$ cat src/rtl/clipped_bitmap_blit_address_gen_core_macros.svh
// Assertion helpers for the core RTL file, which carries the checks.
// Each macro expects clk and rst in the scope where it is used.
`ifndef CLIPPED_BITMAP_BLIT_ADDRESS_GEN_CORE_MACROS_SVH
`define CLIPPED_BITMAP_BLIT_ADDRESS_GEN_CORE_MACROS_SVH

// Consequent must hold in the same cycle as the antecedent.
`define CBB_ASSERT_SAME(label, ante, cons, msg) \
  label: assert property (@(posedge clk) disable iff (rst) (ante) |-> (cons)) \
    else $error(msg);

// Consequent must hold in the cycle after the antecedent.
`define CBB_ASSERT_NEXT(label, ante, cons, msg) \
  label: assert property (@(posedge clk) disable iff (rst) (ante) |=> (cons)) \
    else $error(msg);

`endif

$ cat src/rtl/cbb_pkg.sv
`default_nettype none

package cbb_pkg;

  // Screen size in pixels
  localparam int SCREEN_WIDTH  = 240;
  localparam int SCREEN_HEIGHT = 320;

  // Signed working width for clip arithmetic
  localparam int CW = 13;
  localparam logic signed [CW-1:0] SW = CW'(SCREEN_WIDTH);
  localparam logic signed [CW-1:0] SH = CW'(SCREEN_HEIGHT);

  // Operation codes of the input word
  localparam logic OP_START = 1'b0;
  localparam logic OP_NEXT  = 1'b1;

  // Result kinds
  typedef enum logic [1:0] {
    KIND_ACCEPT = 2'd0,
    KIND_REJECT = 2'd1,
    KIND_PIXEL  = 2'd2,
    KIND_IDLE   = 2'd3
  } kind_t;

  // Decoded command held in the queue
  typedef enum logic [1:0] {
    CMD_START  = 2'd0,
    CMD_REJECT = 2'd1,
    CMD_NEXT   = 2'd2
  } cmd_t;

  typedef struct packed {
    cmd_t        cmd;
    logic [8:0]  win_x0;
    logic [8:0]  win_y0;
    logic [8:0]  win_x1;
    logic [8:0]  win_y1;
    logic [9:0]  clip_w;
    logic [9:0]  clip_h;
    logic [9:0]  skip;
    logic [9:0]  stored_w;
    logic [16:0] index;
  } entry_t;

  typedef struct packed {
    logic full;
    logic empty;
  } q_status_t;

endpackage

`default_nettype wire

$ cat src/rtl/cbb_if.sv
`default_nettype none

// Input word channel
interface cbb_in_if;
  logic               valid;
  logic               ready;
  logic               operation;
  logic signed [10:0] left_x;
  logic signed [10:0] bottom_y;
  logic [9:0]         bitmap_width;
  logic [9:0]         bitmap_height;

  modport source (output valid, operation, left_x, bottom_y, bitmap_width,
                  bitmap_height, input ready);
  modport sink (input valid, operation, left_x, bottom_y, bitmap_width,
                bitmap_height, output ready);
endinterface

// Result word channel
interface cbb_out_if;
  logic        valid;
  logic        ready;
  logic [1:0]  kind;
  logic [8:0]  win_x0;
  logic [8:0]  win_y0;
  logic [8:0]  win_x1;
  logic [8:0]  win_y1;
  logic [16:0] pixel_index;
  logic        last;

  modport source (output valid, kind, win_x0, win_y0, win_x1, win_y1,
                  pixel_index, last, input ready);
  modport sink (input valid, kind, win_x0, win_y0, win_x1, win_y1,
                pixel_index, last, output ready);
endinterface

`default_nettype wire

$ cat src/rtl/cbb_front.sv
`default_nettype none

module cbb_front
  import cbb_pkg::*;
(
  cbb_in_if.sink     req,
  input  q_status_t  q_stat,
  output logic       push,
  output entry_t     entry
);

  logic signed [CW-1:0] x, y, w, h, bot;
  logic signed [CW-1:0] wc, hc, skip, yc, x0, y0, x1;
  logic                 reject;
  logic [9:0]           mult_b;
  logic [19:0]          prod;
  logic [16:0]          x_ext;

  // Accept while the queue has room
  assign req.ready = !q_stat.full;
  assign push      = req.valid && req.ready;

  // Sign/zero extend to working width
  assign x   = {{(CW-11){req.left_x[10]}}, req.left_x};
  assign y   = {{(CW-11){req.bottom_y[10]}}, req.bottom_y};
  assign w   = {{(CW-10){1'b0}}, req.bitmap_width};
  assign h   = {{(CW-10){1'b0}}, req.bitmap_height};
  assign bot = y - h + CW'(1);

  // Rejection: empty, off screen, or larger than the screen
  assign reject = (w == '0) || (h == '0) || (x >= SW) || (bot >= SH) ||
                  ((x + w) <= CW'(0)) || (y < CW'(0)) || (w > SW) || (h > SH);

  // Clip to the screen
  always_comb begin
    wc   = w;
    skip = '0;
    hc   = h;
    yc   = y;
    if ((x + w - CW'(1)) >= SW) begin
      skip = x + w - SW;
      wc   = SW - x;
    end
    if (x < CW'(0)) begin
      wc   = wc + x;
      skip = -x;
    end
    if (bot < CW'(0)) begin
      hc = y + CW'(1);
    end
    if (y >= SH) begin
      hc = hc - (y - SH + CW'(1));
      yc = SH - CW'(1);
    end
  end

  assign x0 = (x < CW'(0)) ? '0 : x;
  assign y0 = yc - hc + CW'(1);
  assign x1 = x0 + wc - CW'(1);

  // Start index: width times the store row of the top visible row,
  // moved right past columns clipped on the left
  assign mult_b = (bot < CW'(0)) ? y[9:0] : (h[9:0] - 10'd1);
  assign prod   = req.bitmap_width * mult_b;
  assign x_ext  = {{(17-CW){x[CW-1]}}, x};

  always_comb begin
    entry          = '0;
    entry.win_x0   = x0[8:0];
    entry.win_y0   = y0[8:0];
    entry.win_x1   = x1[8:0];
    entry.win_y1   = yc[8:0];
    entry.clip_w   = wc[9:0];
    entry.clip_h   = hc[9:0];
    entry.skip     = skip[9:0];
    entry.stored_w = req.bitmap_width;
    entry.index    = (x < CW'(0)) ? (prod[16:0] - x_ext) : prod[16:0];
    if (req.operation == OP_NEXT) begin
      entry.cmd = CMD_NEXT;
    end else if (reject) begin
      entry.cmd = CMD_REJECT;
    end else begin
      entry.cmd = CMD_START;
    end
  end

endmodule

`default_nettype wire

$ cat src/rtl/cbb_queue.sv
`default_nettype none

module cbb_queue
  import cbb_pkg::*;
(
  input  logic       clk,
  input  logic       rst,
  input  logic       push,
  input  entry_t     wr_data,
  input  logic       pop,
  output entry_t     rd_data,
  output q_status_t  stat
);

  entry_t     slots [2];
  logic       wr_ptr;
  logic       rd_ptr;
  logic [1:0] count;

  assign stat.full  = (count == 2'd2);
  assign stat.empty = (count == 2'd0);
  assign rd_data    = slots[rd_ptr];

  // Entry storage
  always_ff @(posedge clk) begin
    if (push) begin
      slots[wr_ptr] <= wr_data;
    end
  end

  // Pointers and fill count
  always_ff @(posedge clk) begin
    if (rst) begin
      wr_ptr <= 1'b0;
      rd_ptr <= 1'b0;
      count  <= 2'd0;
    end else begin
      if (push) begin
        wr_ptr <= !wr_ptr;
      end
      if (pop) begin
        rd_ptr <= !rd_ptr;
      end
      count <= count + {1'b0, push} - {1'b0, pop};
    end
  end

endmodule

`default_nettype wire

$ cat src/rtl/cbb_back.sv
`default_nettype none

module cbb_back
  import cbb_pkg::*;
(
  input  logic       clk,
  input  logic       rst,
  input  entry_t     head,
  input  q_status_t  q_stat,
  output logic       pop,
  cbb_out_if.source  rsp
);

  // Walk state
  logic        active, active_next;
  logic [16:0] src, src_next;
  logic [9:0]  col, col_next;
  logic [9:0]  row, row_next;
  logic [9:0]  cw, cw_next;
  logic [9:0]  ch, ch_next;
  logic [9:0]  skip, skip_next;
  logic [9:0]  sw, sw_next;

  // Output register
  logic        out_valid;
  kind_t       kind, kind_next;
  logic [8:0]  x0, y0, x1, y1;
  logic [8:0]  x0_next, y0_next, x1_next, y1_next;
  logic [16:0] pix, pix_next;
  logic        last, last_next;

  logic end_row, end_all;

  assign pop = !q_stat.empty && (!out_valid || rsp.ready);

  assign end_row = ({1'b0, col} + 11'd1) >= {1'b0, cw};
  assign end_all = end_row && (({1'b0, row} + 11'd1) >= {1'b0, ch});

  // Execute the head command
  always_comb begin
    active_next = active;
    src_next    = src;
    col_next    = col;
    row_next    = row;
    cw_next     = cw;
    ch_next     = ch;
    skip_next   = skip;
    sw_next     = sw;
    kind_next   = KIND_IDLE;
    x0_next     = '0;
    y0_next     = '0;
    x1_next     = '0;
    y1_next     = '0;
    pix_next    = '0;
    last_next   = 1'b0;
    unique case (head.cmd)
      CMD_START: begin
        active_next = 1'b1;
        src_next    = head.index;
        col_next    = '0;
        row_next    = '0;
        cw_next     = head.clip_w;
        ch_next     = head.clip_h;
        skip_next   = head.skip;
        sw_next     = head.stored_w;
        kind_next   = KIND_ACCEPT;
        x0_next     = head.win_x0;
        y0_next     = head.win_y0;
        x1_next     = head.win_x1;
        y1_next     = head.win_y1;
      end
      CMD_REJECT: begin
        active_next = 1'b0;
        kind_next   = KIND_REJECT;
      end
      CMD_NEXT: begin
        if (active) begin
          kind_next = KIND_PIXEL;
          pix_next  = src;
          last_next = end_all;
          if (end_all) begin
            active_next = 1'b0;
          end else if (end_row) begin
            col_next = '0;
            row_next = row + 10'd1;
            src_next = src + 17'd1 + {7'b0, skip} - {6'b0, sw, 1'b0};
          end else begin
            col_next = col + 10'd1;
            src_next = src + 17'd1;
          end
        end
      end
      default: begin
        kind_next = KIND_IDLE;
      end
    endcase
  end

  // Walk state registers
  always_ff @(posedge clk) begin
    if (rst) begin
      active <= 1'b0;
      src    <= '0;
      col    <= '0;
      row    <= '0;
      cw     <= '0;
      ch     <= '0;
      skip   <= '0;
      sw     <= '0;
    end else if (pop) begin
      active <= active_next;
      src    <= src_next;
      col    <= col_next;
      row    <= row_next;
      cw     <= cw_next;
      ch     <= ch_next;
      skip   <= skip_next;
      sw     <= sw_next;
    end
  end

  // Result valid
  always_ff @(posedge clk) begin
    if (rst) begin
      out_valid <= 1'b0;
    end else if (pop) begin
      out_valid <= 1'b1;
    end else if (rsp.ready) begin
      out_valid <= 1'b0;
    end
  end

  // Result payload
  always_ff @(posedge clk) begin
    if (pop) begin
      kind <= kind_next;
      x0   <= x0_next;
      y0   <= y0_next;
      x1   <= x1_next;
      y1   <= y1_next;
      pix  <= pix_next;
      last <= last_next;
    end
  end

  assign rsp.valid       = out_valid;
  assign rsp.kind        = kind;
  assign rsp.win_x0      = x0;
  assign rsp.win_y0      = y0;
  assign rsp.win_x1      = x1;
  assign rsp.win_y1      = y1;
  assign rsp.pixel_index = pix;
  assign rsp.last        = last;

endmodule

`default_nettype wire

$ cat src/rtl/clipped_bitmap_blit_address_gen_core.sv
// Clipped bitmap blit address generator.
// req carries words: operation 0 starts a bitmap (left_x, bottom_y, width,
// height), operation 1 asks for the next source pixel index.
// rsp returns exactly one word per request, in order: window accepted with
// the clipped corners, rejected, a pixel index with last on the final one,
// or nothing active.
// On its way to rsp a result word is registered in the two-entry queue
// and then in the output register: the front classifies and clips in the
// accepting cycle and writes the queue, and the pixel walker registers the
// result when it pops the entry, which waits while rsp holds a stalled word.
// Throughput is one word per cycle while rsp is ready, start and next alike.
// When rsp stalls, the output register holds its word and the queue takes
// up to two more words before req.ready drops.
// Synchronous reset empties the queue, drops rsp.valid and ends any blit.
`default_nettype none

`include "clipped_bitmap_blit_address_gen_core_macros.svh"

module clipped_bitmap_blit_address_gen_core
  import cbb_pkg::*;
(
  input  logic    clk,
  input  logic    rst,
  cbb_in_if.sink  req,
  cbb_out_if.source rsp
);

  entry_t    in_entry;
  entry_t    head;
  logic      push;
  logic      pop;
  q_status_t q_stat;

  logic      accept_word;
  logic      other_word;
  logic      corners_ok;
  logic      pixel_clear;

  cbb_front u_front (
    .req    (req),
    .q_stat (q_stat),
    .push   (push),
    .entry  (in_entry)
  );

  cbb_queue u_queue (
    .clk     (clk),
    .rst     (rst),
    .push    (push),
    .wr_data (in_entry),
    .pop     (pop),
    .rd_data (head),
    .stat    (q_stat)
  );

  cbb_back u_back (
    .clk    (clk),
    .rst    (rst),
    .head   (head),
    .q_stat (q_stat),
    .pop    (pop),
    .rsp    (rsp)
  );

  // Check terms
  assign accept_word = rsp.valid && (rsp.kind == KIND_ACCEPT);
  assign other_word  = rsp.valid && (rsp.kind != KIND_PIXEL);
  assign corners_ok  = (rsp.win_x0 <= rsp.win_x1) && (rsp.win_y0 <= rsp.win_y1);
  assign pixel_clear = !rsp.last && (rsp.pixel_index == '0);

  // Checks
  `CBB_ASSERT_NEXT(a_push_lands, push, !q_stat.empty, "accepted word lost from queue")
  `CBB_ASSERT_SAME(a_window_order, accept_word, corners_ok, "window corners out of order")
  `CBB_ASSERT_SAME(a_nonpixel_clean, other_word, pixel_clear, "pixel fields on non-pixel word")

endmodule

`default_nettype wire
$ cat src/flat_wrapper.sv
// flat-port wrapper written by rule: the top's interface ports become plain ports
module clipped_bitmap_blit_address_gen_core_flat import cbb_pkg::*;
  (clk, rst, req_valid, req_operation, req_left_x, req_bottom_y, req_bitmap_width, req_bitmap_height, req_ready, rsp_valid, rsp_kind, rsp_win_x0, rsp_win_y0, rsp_win_x1, rsp_win_y1, rsp_pixel_index, rsp_last, rsp_ready);
  cbb_in_if req_i ();
  cbb_out_if rsp_i ();
  input  logic clk;
  input  logic rst;
  input wire logic [$bits(req_i.valid)-1:0] req_valid;
  input wire logic [$bits(req_i.operation)-1:0] req_operation;
  input wire logic [$bits(req_i.left_x)-1:0] req_left_x;
  input wire logic [$bits(req_i.bottom_y)-1:0] req_bottom_y;
  input wire logic [$bits(req_i.bitmap_width)-1:0] req_bitmap_width;
  input wire logic [$bits(req_i.bitmap_height)-1:0] req_bitmap_height;
  output wire logic [$bits(req_i.ready)-1:0] req_ready;
  output wire logic [$bits(rsp_i.valid)-1:0] rsp_valid;
  output wire logic [$bits(rsp_i.kind)-1:0] rsp_kind;
  output wire logic [$bits(rsp_i.win_x0)-1:0] rsp_win_x0;
  output wire logic [$bits(rsp_i.win_y0)-1:0] rsp_win_y0;
  output wire logic [$bits(rsp_i.win_x1)-1:0] rsp_win_x1;
  output wire logic [$bits(rsp_i.win_y1)-1:0] rsp_win_y1;
  output wire logic [$bits(rsp_i.pixel_index)-1:0] rsp_pixel_index;
  output wire logic [$bits(rsp_i.last)-1:0] rsp_last;
  input wire logic [$bits(rsp_i.ready)-1:0] rsp_ready;
  assign req_i.valid = req_valid;
  assign req_i.operation = req_operation;
  assign req_i.left_x = req_left_x;
  assign req_i.bottom_y = req_bottom_y;
  assign req_i.bitmap_width = req_bitmap_width;
  assign req_i.bitmap_height = req_bitmap_height;
  assign req_ready = req_i.ready;
  assign rsp_valid = rsp_i.valid;
  assign rsp_kind = rsp_i.kind;
  assign rsp_win_x0 = rsp_i.win_x0;
  assign rsp_win_y0 = rsp_i.win_y0;
  assign rsp_win_x1 = rsp_i.win_x1;
  assign rsp_win_y1 = rsp_i.win_y1;
  assign rsp_pixel_index = rsp_i.pixel_index;
  assign rsp_last = rsp_i.last;
  assign rsp_i.ready = rsp_ready;
  clipped_bitmap_blit_address_gen_core u_core (.clk(clk), .rst(rst), .req(req_i), .rsp(rsp_i));
endmodule
$ cat config.mk
export PLATFORM = sky130hd
export DESIGN_NAME = clipped_bitmap_blit_address_gen_core_flat
export DESIGN_NICKNAME = d
export VERILOG_FILES = /design/src/rtl/cbb_pkg.sv /design/src/rtl/cbb_if.sv /design/src/rtl/cbb_front.sv /design/src/rtl/cbb_queue.sv /design/src/rtl/cbb_back.sv /design/src/rtl/clipped_bitmap_blit_address_gen_core.sv /design/src/flat_wrapper.sv
export VERILOG_INCLUDE_DIRS = /design/src /design/src/rtl
export SDC_FILE = /design/constraint.sdc
export NUM_CORES = 1
export LEC_CHECK = 0
export BUFFER_PORTS_ARGS = -buffer_cell sky130_fd_sc_hd__clkbuf_2
export CELL_PAD_IN_SITES_DETAIL_PLACEMENT = 1
export CELL_PAD_IN_SITES_GLOBAL_PLACEMENT = 1
export CORE_MARGIN = 2
export CORE_UTILIZATION = 50
export CTS_BUF_LIST = sky130_fd_sc_hd__clkbuf_2
export CTS_CLUSTER_SIZE = 24
export DETAILED_ROUTE_END_ITERATION = 8
export PLACE_DENSITY = 0.84
export SLEW_MARGIN = 10
export SYNTH_ARGS = -nofsm -noshare
export SYNTH_HDL_FRONTEND = slang
export SYNTH_HIERARCHICAL = 1
export SYNTH_SLANG_ARGS = --single-unit
$ cat constraint.sdc
create_clock -name clk -period 15.1 [get_ports clk]
set_input_delay 3.02 -clock clk [delete_from_list [all_inputs] [get_ports clk]]
set_output_delay 3.02 -clock clk [all_outputs]
set_load 0.01 [all_outputs]
==> After elaboration in Yosys (flattened, before gate mapping) <==
Memory sizes are Yosys's and may differ from the RTL's. A register that Yosys moved wholly into a read port is not among the register bits.
Cells that the tools add are included.
{ "word_totals": {"regBits": 139, "ramBits": 190, "input_bits": 47, "elab_cells": 129, "mem_count": 1} }
{ "op_classes": {"n_addsub": 27, "mul": 1, "n_lt_le_gt_ge": 12, "eq_ne": 6, "mux": 35, "n_reduce_logical": 28} }
{ "mem_list": {"columns": ["name", "depth", "word_bits", "rd", "rd_clocked_by_memory_dff", "write_ports", "line", "source"], "rows": [
  ["u_core.u_queue.slots", 2, 95, 1, 1, 1, "cbb_queue.sv:15", "entry_t slots [2];"]
]} }
{ "op_table": {"columns": ["cell", "n"], "rows": [
  ["10-bit 2-to-1 mux", 13],
  ["17-bit 2-to-1 mux", 4],
  ["10-bit case mux with 2 select lines", 2],
  ["17-bit case mux with 2 select lines", 1],
  ["13-bit logical NOT", 2],
  ["10-bit by 1-bit adder with 11-bit output (second input constant)", 2],
  ["11-bit by 10-bit greater-or-equal comparator with 1-bit output", 2],
  ["11-bit by 1-bit < comparator with 1-bit output (second input constant)", 2],
  ["10-bit by 1-bit adder with 10-bit output (second input constant)", 2],
  ["10-bit by 2-bit adder with 10-bit output (second input constant)", 2],
  ["9-bit 2-to-1 mux", 2],
  ["17-bit by 1-bit adder with 17-bit output (second input constant)", 1],
  ["17-bit by 10-bit adder with 17-bit output", 1],
  ["10-bit by 10-bit multiplier with 17-bit output", 1],
  ["17-bit by 11-bit subtractor with 17-bit output", 1],
  ["17-bit subtractor", 1],
  ["12-bit by 2-bit adder with 13-bit output (second input constant)", 1],
  ["13-bit by 10-bit greater-or-equal comparator with 1-bit output (second input constant)", 1],
  ["13-bit by 9-bit greater-or-equal comparator with 1-bit output (second input constant)", 1],
  ["13-bit by 1-bit < comparator with 1-bit output (second input constant)", 1],
  ["12-bit by 2-bit subtractor with 13-bit output (second input constant)", 1],
  ["11-bit by 11-bit adder with 12-bit output", 1],
  ["12-bit by 1-bit less-or-equal comparator with 1-bit output (second input constant)", 1],
  ["11-bit by 11-bit subtractor with 12-bit output", 1],
  ["other kinds (33)", 62]
]} }

==> Logic depth before layout (Yosys ltp) <==
{ "depth": {"word_depth": 10, "mapped_depth": 37, "mapped_depth_nobuf": 35} }

==> Hierarchy <==
Netlist, hierarchy kept.
{ "modules_own_cells": {"columns": ["module", "n_inst", "cells_per_inst", "area_each_um2"], "rows": [
  ["cbb_front", 1, 1096, 8320.5],
  ["cbb_back", 1, 824, 7449.6],
  ["cbb_queue", 1, 317, 7282.0]
]} }

==> Worst setup path before layout <==
No wires, ideal clock.
{ "synth_path": {"path_type": "input to register", "start": "input req_bitmap_height[2]", "end": "memory u_core/u_queue/slots[0][15] in the netlist's numbering (data pin)", "setup_time_ns": 0.262, "t_arrival_ns": 10.839, "t_required_ns": 14.838, "setup_slack_ns": 3.999, "cell_stages": 31, "n_path_buf": 1, "cell_sequence": "inv_1 -> ha_1 -> ha_1 -> a211oi_1 -> o21a_1 -> o41ai_4 -> a311oi_4 -> clkbuf_1 -> mux2i_1 -> nand2_1 -> fa_1 -> inv_1 -> fa_1 -> inv_1 -> fa_1 -> inv_1 -> fa_1 -> inv_1 -> fa_1 -> inv_1 -> ha_1 -> o41ai_1 -> o21bai_1 -> xor2_1 -> ha_1 -> or3_1 -> o31ai_1 -> o2111ai_1 -> a21oi_1 -> xnor2_1 -> mux2_2"} }
{ "synth_lines": {"columns": ["element", "line", "source"], "rows": [
  ["start: declaration", "flat_wrapper.sv:13", "input wire logic [$bits(req_i.bitmap_height)-1:0] req_bitmap_height;"],
  ["end: declaration", "cbb_queue.sv:15", null]
]} }

==> summary.txt <==
Critical path
  – FF-to-FF Start: u_core/u_back/src[2]
  – Critical path peak fanout: 36
  – Cell count of the worst reg-to-reg path: 15
  – CP endpoint kind: flop
  – Crit path launch type: input port
  – R2r endpoint: u_core/u_back/src[16]
  – Critical path data arrival time: 11990 ps
  – Worst Path Required: 15850 ps
  – Crit path launch: req_bitmap_height[2]
  – Top cell by count, worst path: ha_1
  – Flop-to-flop setup slack: ~11000 ps
  – Critical path's slowest cell: mux2i_1
  – Crit path kind: input port to flop
  – CP peak stage delay: 780 ps

STA
  – Final hold viol count: 0
  – Clock Skew: 111 ps
  – Worst-Margin Slew: 1130 ps
  – Slew headroom: 0.240
  – Post-layout min period: approximately 11000 ps
  – Max Clk Rate: 0.0890 GHz
  – Setup TNS: 0 ps
  – Max-slew violation total from the final report: 0
  – RSZ-0062 raised after global routing: no
  – Final period util: 0.744
  – Setup violators final: 0

Detailed routing
  – Drt pass-1 iters: 6
  – Final ANT Viol Nets: 0
  – Final wirelength: just over 60000 um
  – Via Count: ~17000
  – DR DRC count: 0
  – Initial DRC count: 1143
  – DR vias/cell: 5.64
  – WL per Instance: 20.1 um

Yosys
  – Ys Warns: 6
  – EDFF count, synth: 246
  – Predominant post-synthesis flop cell: edfxtp_1
  – Cell variety after synth: between 90 and 100
  – Mapped Avg Cell Area: 10.3 um^2
  – Ys async rst share: 0
  – Gate Count Post-Synth: 2237
  – Synthesis-stage register bit count: 330
  – Post-Syn Area: between 0.02 and 0.025 mm^2
  – Syn Nets: 2551
  – Sequential fraction of the synthesis area: 0.393

Finish
  – Layout cell share with drive strength beyond 1: 0.179
  – NumNets Final: 2674
  – Area delta synth->final: 7.87%

Pwr
  – Int Pwr: ~3.3 mW
  – Switching power total: between 2 and 3 mW
  – Net Sw Frac: 0.452
  – P_leak: between 10 and 15 nW
  – Pwr/cell area: 239 mW/mm^2
  – Maximum vdd drop: roughly 0.00027 V
  – Flop pwr share: 0.256
  – Combinational share of power: 0.633
  – Total power: 5.94 mW
  – Clock power share: 0.110

Clock network
  – Num CTS Buffers: between 80 and 90
  – CTS tree: yes
  – H-tree depth: 3
  – Clock Latency Late Sink: slightly above 1000 ps
  – # clock sinks: 330
  – Clk slew on worst S/H paths: 110 ps
  – Post-CTS Setup Bufs: 0
  – Hold-fix buffers, CTS: 0
  – Root Buffer Master: clkbuf_2
  – Maximum clock path buffer count: 3
  – Cts repair resizes: 0

Global route
  – Total global-route track usage: 0.259
  – Initial antenna violation count: 5
  – Global-route wire length before repair: between 90000 and 100000 um
  – Largest net degree at the start of global routing: 87
  – Number of global-route vias before repair: 18744
  – Gr ovfl total: 0

Floorplanning
  – Rows: 78
  – Chip width: 219 um
  – Die Y: 219 um
  – Die area: 0.0478 mm^2
  – Area of the core: 0.0455 mm^2
  – I/O pin total: 105
  – Starting density of the core: 0.507

Hold path
  – Worst Hold Depth: 2
  – Hold Crit Start: u_core/u_back/cw[5]
  – Worst Hold Class: flop to flop
  – WHS Endpoint: u_core/u_back/cw[5]

Placed design
  – Global placement routability congestion: approximately 0.89
  – Port Buffers: 104
  – Detailed placement HPWL: about 46000 um

Outcome
  – Outcome: completed

Job
  – MaxCap Viol Count: 0
-- layout by cell type, fill, tap and decap left out, drive strengths merged, types with 5 or more instances in the layout --
master	instances
o21bai	13
o21a	11
xor2	36
ha	191
inv	244
a31o	6
fa	76
a311oi	6
o31ai	10
o211ai	16
nand2	218
nor3	32
xnor2	104
a21oi	145
mux2	115
nor2b	62
nand4	19
a211o	5
o41ai	6
nor4	8
and4	5
and2	60
a31oi	13
a21o	26
mux2i	19
and3	26
nand3	54
buf	23
a211oi	11
nor2	93
or3	10
clkbuf	230
nand2b	28
or2	11
o21ai	90
clkinv	23
a21boi	5
o2111ai	5
dfxtp	84
edfxtp	246
-- logic make-up after synthesis --
logic type | Yosys count | synth area share
xor gates and xnor gates | 141 | 0.0542
adders and majority gates | 267 | 0.170
muxes | 134 | 0.0731
and+or+nand+nor | 638 | 0.140
DFF | 330 | 0.393
AOI/OAI and AO/OA | 393 | 0.109
buffers and inverters | 334 | 0.0607
-- flip-flops by register name, indices dropped and copies added (netlist names), 2 cells and up, named ones only --
name and flops:
u_core/u_back/skip 10, u_core/u_back/rsp.pixel_index 17, u_core/u_back/rsp.win_y0 9, u_core/u_back/ch 10, u_core/u_queue/slots 190, u_core/u_back/rsp.win_x0 9, u_core/u_back/cw 10, u_core/u_back/sw 10
u_core/u_back/rsp.win_x1 9, u_core/u_queue/count 2, u_core/u_back/rsp.win_y1 9, u_core/u_back/row 10, u_core/u_back/rsp.kind 2, u_core/u_back/col 10, u_core/u_back/src 17
-- stage by stage --
step | cell area [um^2] | worst slack, ps | hold slack, ps | instances | util
floorplan | 23100 | 4000 | 436 | 2237 | -
global placement | 24000 | 3230 | 447 | 2869 | 0.528
detailed placement | 24000 | 2930 | 448 | 2869 | 0.528
CTS | 24900 | 4050 | 464 | 3025 | 0.546
global route | 24900 | 3420 | 496 | 3028 | 0.547
finish | 24900 | 3860 | 464 | 3029 | 0.547
-- how the worst max path moves through the flow --
stage | to | cells after the start
4_1_cts | u_core/u_queue/slots[0][14] | 33
6_report | u_core/u_queue/slots[0][14] | 33
2_1_floorplan | u_core/u_queue/slots[0][15] | 31
5_1_grt | u_core/u_queue/slots[0][14] | 33
3_3_place_gp | u_core/u_queue/slots[0][15] | 32
3_5_place_dp | u_core/u_queue/slots[1][14] | 33
-- power groups by stage --
stage | sequential [mW] | combinational, mW | clock, mW
6_report | 1.52 | 3.76 | 0.656
5_1_grt | 1.55 | 4.18 | 0.719
4_1_cts | 1.52 | 3.76 | 0.678
3_5_place_dp | 1.55 | 3.73 | 0
3_3_place_gp | 1.52 | 3.49 | 0
2_1_floorplan | 1.53 | 2.84 | 0
-- cell type report --
cell class | instances | area [um^2]
multi-input combinational | 1573 | 12600
clock inverter | 29 | 205
sequential | 330 | 9070
inverter | 241 | 905
clock buffer | 127 | 636
antenna | 3 | 7.51
tap | 600 | 751
fill | 5141 | 20600
timing repair buffer | 126 | 686
-- per-layer routing --
metal / vias up / global-route usage / wire length (um)
met1: 8493 / 0.315 / 25800
met3: 115 / 0.0431 / 2600
met5: - / 0 / 28
met4: 4 / 0.0955 / 1560
li1: 8040 / - / -
met2: 425 / 0.458 / 31000
-- cells in the mapped netlist, drive strengths merged (62+ instances only) --
| cell | number | area share |
|---|---|---|
| a21oi | 145 | 0.032 |
| dfxtp | 84 | 0.073 |
| edfxtp | 246 | 0.32 |
| fa | 76 | 0.066 |
| ha | 191 | 0.10 |
| inv | 241 | 0.039 |
| mux2 | 115 | 0.065 |
| nand2 | 218 | 0.036 |
| nor2 | 93 | 0.015 |
| nor2b | 62 | 0.017 |
| o21ai | 90 | 0.020 |
| xnor2 | 104 | 0.040 |
-- worst max-delay path: cells and delay by family --
| kind | cells | cell delay [ps] |
|---|---|---|
| adder cells (fa/ha/maj) | 9 | 3660 |
| AO/OA/AOI/OAI | 11 | 2760 |
| multiplexers | 2 | 1050 |
| buffers and inverters | 6 | 730 |
| AND/OR/NAND/NOR | 3 | 440 |
| XOR/XNOR | 2 | 270 |
Power figures use the tool's default switching activity.
